`src/rtl/vau_pkg.sv`:
```
`default_nettype none
package vau_pkg;

    localparam int COORDS      = 4;
    localparam int DIM_W       = 3;
    localparam int COORD_W     = 16;
    localparam int DOT_W       = 34;
    localparam int SUMSQ_W     = 33;
    localparam int NORM_W      = 17;
    localparam int DEN_W       = 33;
    localparam int QUO_W       = 32;
    localparam int COS_W       = 31;
    localparam int SIN_W       = 31;
    localparam int CORDIC_W    = 33;
    localparam int ZACC_W      = 24;
    localparam int THETA_W     = 26;
    localparam int ANGLE_W     = 16;
    localparam int CORDIC_STEPS = 20;
    localparam logic [COS_W-1:0]   ONE_Q30    = COS_W'(1) << 30;
    localparam logic [THETA_W-1:0] DEG180_Q16 = THETA_W'(180 * 65536);
    localparam logic [17:0]        ANGLE_MAX  = 18'd46080;

    // state that rides along with the cosine through divide, sqrt and cordic
    typedef struct packed {
        logic signed [DOT_W-1:0] dot;
        logic [NORM_W-1:0]       norm_a;
        logic [NORM_W-1:0]       norm_b;
        logic                    dims_differ;
        logic                    zero_norm;
        logic                    neg;
    } item_side_t;

    localparam int SIDE_W = $bits(item_side_t);

    // arctangent of 2^-i in degrees, Q16.16
    function automatic logic [ZACC_W-1:0] atan_deg(input int i);
        logic [ZACC_W-1:0] r;
        case (i)
            0:       r = ZACC_W'(2949120);
            1:       r = ZACC_W'(1740967);
            2:       r = ZACC_W'(919879);
            3:       r = ZACC_W'(466945);
            4:       r = ZACC_W'(234379);
            5:       r = ZACC_W'(117304);
            6:       r = ZACC_W'(58666);
            7:       r = ZACC_W'(29335);
            8:       r = ZACC_W'(14668);
            9:       r = ZACC_W'(7334);
            10:      r = ZACC_W'(3667);
            11:      r = ZACC_W'(1833);
            12:      r = ZACC_W'(917);
            13:      r = ZACC_W'(458);
            14:      r = ZACC_W'(229);
            15:      r = ZACC_W'(115);
            16:      r = ZACC_W'(57);
            17:      r = ZACC_W'(29);
            18:      r = ZACC_W'(14);
            19:      r = ZACC_W'(7);
            default: r = '0;
        endcase
        return r;
    endfunction

    // arithmetic shift that rounds toward zero
    function automatic logic signed [CORDIC_W-1:0] shr_tz(
        input logic signed [CORDIC_W-1:0] v, input int s);
        logic signed [CORDIC_W-1:0] m;
        m = v[CORDIC_W-1] ? -v : v;
        m = m >>> s;
        return v[CORDIC_W-1] ? -m : m;
    endfunction

endpackage
`default_nettype wire

```
`src/rtl/vau_isqrt.sv`:
```
`default_nettype none
module vau_isqrt import vau_pkg::*; #(
    parameter int IN_W   = 34,
    parameter int SIDE_IN_W = 1
) (
    input  wire logic                  clk,
    input  wire logic                  rst_n,
    input  wire logic                  en,
    input  wire logic                  in_vld,
    input  wire logic [IN_W-1:0]       radicand,
    input  wire logic [SIDE_IN_W-1:0]  side_in,
    output logic                       out_vld,
    output logic [IN_W/2-1:0]          root,
    output logic [SIDE_IN_W-1:0]       side_out
);
    localparam int OUT_W = IN_W / 2;
    localparam int RW    = OUT_W + 3;

    logic             vld_reg  [OUT_W];
    logic [RW-1:0]    rem_reg  [OUT_W];
    logic [OUT_W-1:0] root_reg [OUT_W];
    logic [IN_W-1:0]  v_reg    [OUT_W];
    logic [SIDE_IN_W-1:0] side_reg [OUT_W];

    // one result bit per stage, most significant pair first
    for (genvar s = 0; s < OUT_W; s++) begin : g_stage
        localparam int P = OUT_W - 1 - s;
        logic             vld_in;
        logic [RW-1:0]    rem_in;
        logic [OUT_W-1:0] root_in;
        logic [IN_W-1:0]  v_in;
        logic [SIDE_IN_W-1:0] side_stage;
        logic [RW-1:0]    rem_sh;
        logic [RW-1:0]    trial;
        logic             ge;

        if (s == 0) begin : g_first
            assign vld_in     = in_vld;
            assign rem_in     = '0;
            assign root_in    = '0;
            assign v_in       = radicand;
            assign side_stage = side_in;
        end
        else begin : g_rest
            assign vld_in     = vld_reg[s-1];
            assign rem_in     = rem_reg[s-1];
            assign root_in    = root_reg[s-1];
            assign v_in       = v_reg[s-1];
            assign side_stage = side_reg[s-1];
        end

        assign rem_sh = {rem_in[RW-4:0], v_in[2*P+1 -: 2]};
        assign trial  = {1'b0, root_in, 2'b01};
        assign ge     = rem_sh >= trial;

        always_ff @(posedge clk or negedge rst_n) begin
            if (!rst_n) begin
                vld_reg[s] <= 1'b0;
            end
            else if (en) begin
                vld_reg[s] <= vld_in;
            end
        end

        always_ff @(posedge clk) begin
            if (en) begin
                rem_reg[s]  <= ge ? rem_sh - trial : rem_sh;
                root_reg[s] <= {root_in[OUT_W-2:0], ge};
                v_reg[s]    <= v_in;
                side_reg[s] <= side_stage;
            end
        end
    end

    assign out_vld  = vld_reg[OUT_W-1];
    assign root     = root_reg[OUT_W-1];
    assign side_out = side_reg[OUT_W-1];
endmodule
`default_nettype wire

```
`config.mk`:
```
export PLATFORM = sky130hd
export DESIGN_NAME = vau_isqrt
export DESIGN_NICKNAME = d
export VERILOG_FILES = /design/src/rtl/vau_pkg.sv /design/src/rtl/vau_isqrt.sv
export SDC_FILE = /design/constraint.sdc
export NUM_CORES = 1
export LEC_CHECK = 0
export BUFFER_PORTS_ARGS = -buffer_cell sky130_fd_sc_hd__buf_2
export CORE_MARGIN = 2
export CORE_UTILIZATION = 25
export CTS_BUF_LIST = sky130_fd_sc_hd__clkbuf_8
export DETAILED_ROUTE_END_ITERATION = 6
export SYNTH_ARGS = -nofsm -noshare
export SYNTH_HDL_FRONTEND = slang
export SYNTH_SLANG_ARGS = --single-unit
```
`constraint.sdc`:
```
create_clock -name clk -period 2.89 [get_ports clk]
set_clock_uncertainty 0.1 [all_clocks]
set_input_delay 0.1445 -clock clk [delete_from_list [all_inputs] [get_ports clk]]
set_output_delay 0.1445 -clock clk [all_outputs]
set_load 0.1 [all_outputs]
```
==> qor.yml <==
clock_tree:
  cts_tree: "yes"
  insertion_delay_ns: 0.81
  cts.path.max_buffers: 3
  cts_buffers: 130
  path_clk_slew_ns: 0.06
  root_buffer: "clkbuf_8"
  h-tree-depth: 4
  numClockSinks: 713
worst_setup_path:
  crit_required_ns: 3.29
  crit_type: "register to register"
  critPathMaxStageDelay_ns: 0.40
  cp-start-kind: "register"
  worstPathCellList: "ha_1 > nand3_1 > a211oi_2 > o311a_1 > o41a_1 > nor2_2 > buf_4 > nor4_1 > xor2_1"
  critPathArrivalTime_ns: 3.20
  crit_slowest_cell: "o41a_1"
  crit_fanout: 6
  crit_path_end_kind: "register"
synthesis:
  synth_ff_type: "edfxtp_1"
  ys_seq_area_share_pct: 66.10
  synth.area.top_cells: "edfxtp_1, ha_1, xnor2_1"
  postSynthCellCount: 2336
  synth_async_sr_flop_share_pct: 2.384
  netlist_area_mm2: 0.03226
  syn_area_per_cell_um2: 13.81
  yosysWarnings: 0
  synthesis.nets: 2546
  synth_top_area_cell: "edfxtp_1"
  synth_edf_count: 696
  synth_top_area_share_pct: 64.78
  synthDistinctLibCells: 89
  ys_seq_elements: 713
grt:
  grt_pass1_wl_um: 87260
  grt_start_max_net_pins: 93
  antenna_found_initial: 1
  grt_usage_pct: 8.023
  grt_pass1_vias: 18720
  grt-ovfl-total: 0
sta:
  period_share_pct: 96.71
  slew_headroom_pct: 48.61
  period_minus_slack_ns: 2.795
  worst_pin_slew_ns: 0.7682
  grt_setup_unrepaired: "yes"
  finalSetupViolations: 0
  hold_viol: 0
  setup_slack_ns: 0.09502
  clock.fmax_mhz: 357.8
  slew_viol_final: 0
place:
  dp_slack_ns: 0.02383
  gp_congestion: 0.8283
  placed_area_mm2: 0.03534
  place_hpwl_um: 35650
  numPortBuffers: 57
layout:
  largest_register_ffs: 272
  stdcell_area_mm2: 0.03881
  fillers: 12840
  final_common_cell: "edfxtp_1"
  final_cell_mix: "edfxtp_1, inv_1, ha_1, nor2_1"
  area_growth_pct: 20.30
  post_route_cells_drive_above_1_share_pct: 15.99
  nets: 2879
detailed_routing:
  ant_nets: 0
  vias: 18480
  wl_met3_um: 2294
  top_layer: "met4"
  wl_per_cell_um: 11.91
  routed_via_density: 4.168
  wl_met2_um: 26930
  met1_length_um: 21820
  drtIter0Drc: 796
  dr.pass1.iters: 5
  drc: 0
  routed_wl_um: 52810
floorplan:
  ios: 58
  die_w_um: 363.2
  die_y_um: 363.2
  rows: 131
  dieArea_mm2: 0.1319
  fp.coreArea_mm2: 0.1278
  initial_core_util_pct: 25.23
pwr:
  power_density_mw_per_mm2: 703.2
  p_leak_nw: 14.85
  vdd.ir_drop.worst_mv: 0.6334
outcome:
  status: "finished, final reports clean"
run:
  maxCapViolations: 0
min_path:
  hold_class: "input port to register"
==> cell type report <==
cell class	count	area (µm²)	share of cell area, %
clock buffers	131	1803	4.646
clock inverters	103	690.7	1.780
multi-input cells	1389	10140	26.13
repair buffers	228	1989	5.126
flip-flops and latches	713	21330	54.95
diodes	1	2.502	0.006448
inverters	207	777.0	2.002
well taps	1662	2079	5.358
==> power by group <==
part | switching [mW] | leakage (nW) | internal, mW
Sequential | 0.591 | 6.88 | 12.9
Clock | 4.31 | 1.40 | 4.71
Combinational | 2.52 | 6.58 | 2.29
==> repair_timing <==
action	4_1_cts	5_1_grt
hold endpoints to repair	644	0
hold buffers	77	0
pin swaps	0	9
buffers inserted	0	7
gates cloned	0	1
setup endpoints to repair	1	46
resized for setup	1	21
==> synth_stat cells (23+ instances only) <==
cell type	number
o21ai_0	97
nand2b_1	23
ha_1	171
xnor2_1	101
nor3_1	44
o21a_1	43
a21o_1	33
inv_1	206
xor2_1	79
nand4_1	25
nor2b_1	24
mux2_2	61
nor4_1	29
nor2_1	148
a21oi_1	134
nand3_1	36
edfxtp_1	696
nand2_1	124
==> final timing paths <==
path	startpoint	end	slack [ns]	cells after the start
hold reg to reg	v_reg[0][317]	v_reg[0][351]	0.30	0
min in group asynchronous	rst_n	g_stage[13].vld_in	0.42	3
hold / removal	en	v_reg[0][9]	0.25	2
setup reg to reg	rem_reg[0][184]	rem_reg[0][213]	0.1	9
setup / recovery	rem_reg[0][184]	rem_reg[0][213]	0.1	9
max in group asynchronous	rst_n	g_stage[11].vld_in	1.78	3
==> cell families (layout without fill, tap and decap cells) <==
group                    count (synthesis)  after routing  synth area share (%)
AO/OA/AOI/OAI                          437            437                 8.843
XOR/XNOR                               180            180                 4.887
adder cells (fa/ha/maj)                171            171                 6.632
buffers and inverters                  234            669                 2.851
flip-flops                             713            713                 66.10
multiplexers                            70             70                 2.502
other                                    1              2               0.01162
AND/OR/NAND/NOR                        530            530                 8.172
==> metal layers <==
metal,track usage [%],up-vias
met4,4.231,0
met5,0,-
li1,-,9384
met1,8.539,8679
met2,14.29,286
met3,2.359,132
==> stage by stage <==
step	hold WS, ns	util, %	power (mW)	std cells	setup TNS (ns)
4_1_cts	0.1795	30.20	27.65	4425	0
3_3_place_gp	-0.02163	27.64	18.15	4114	0
3_5_place_dp	-0.01628	27.64	18.24	4114	0
5_1_grt	0.2012	30.36	28.93	4434	-0.07802
6_report	0.2548	30.36	27.29	4434	0
2_1_floorplan	-0.2511	-	16.90	2336	0
==> critical path, delay by kind of cell (launching register included) <==
family	cells	cell delay, ns
XOR/XNOR	1	0.14
AND/OR/NAND/NOR	3	0.48
adder cells (fa/ha/maj)	1	0.38
flip-flops	1	0.39
AO/OA/AOI/OAI	3	0.84
buffers and inverters	1	0.17
Power figures use the tool's default switching activity.
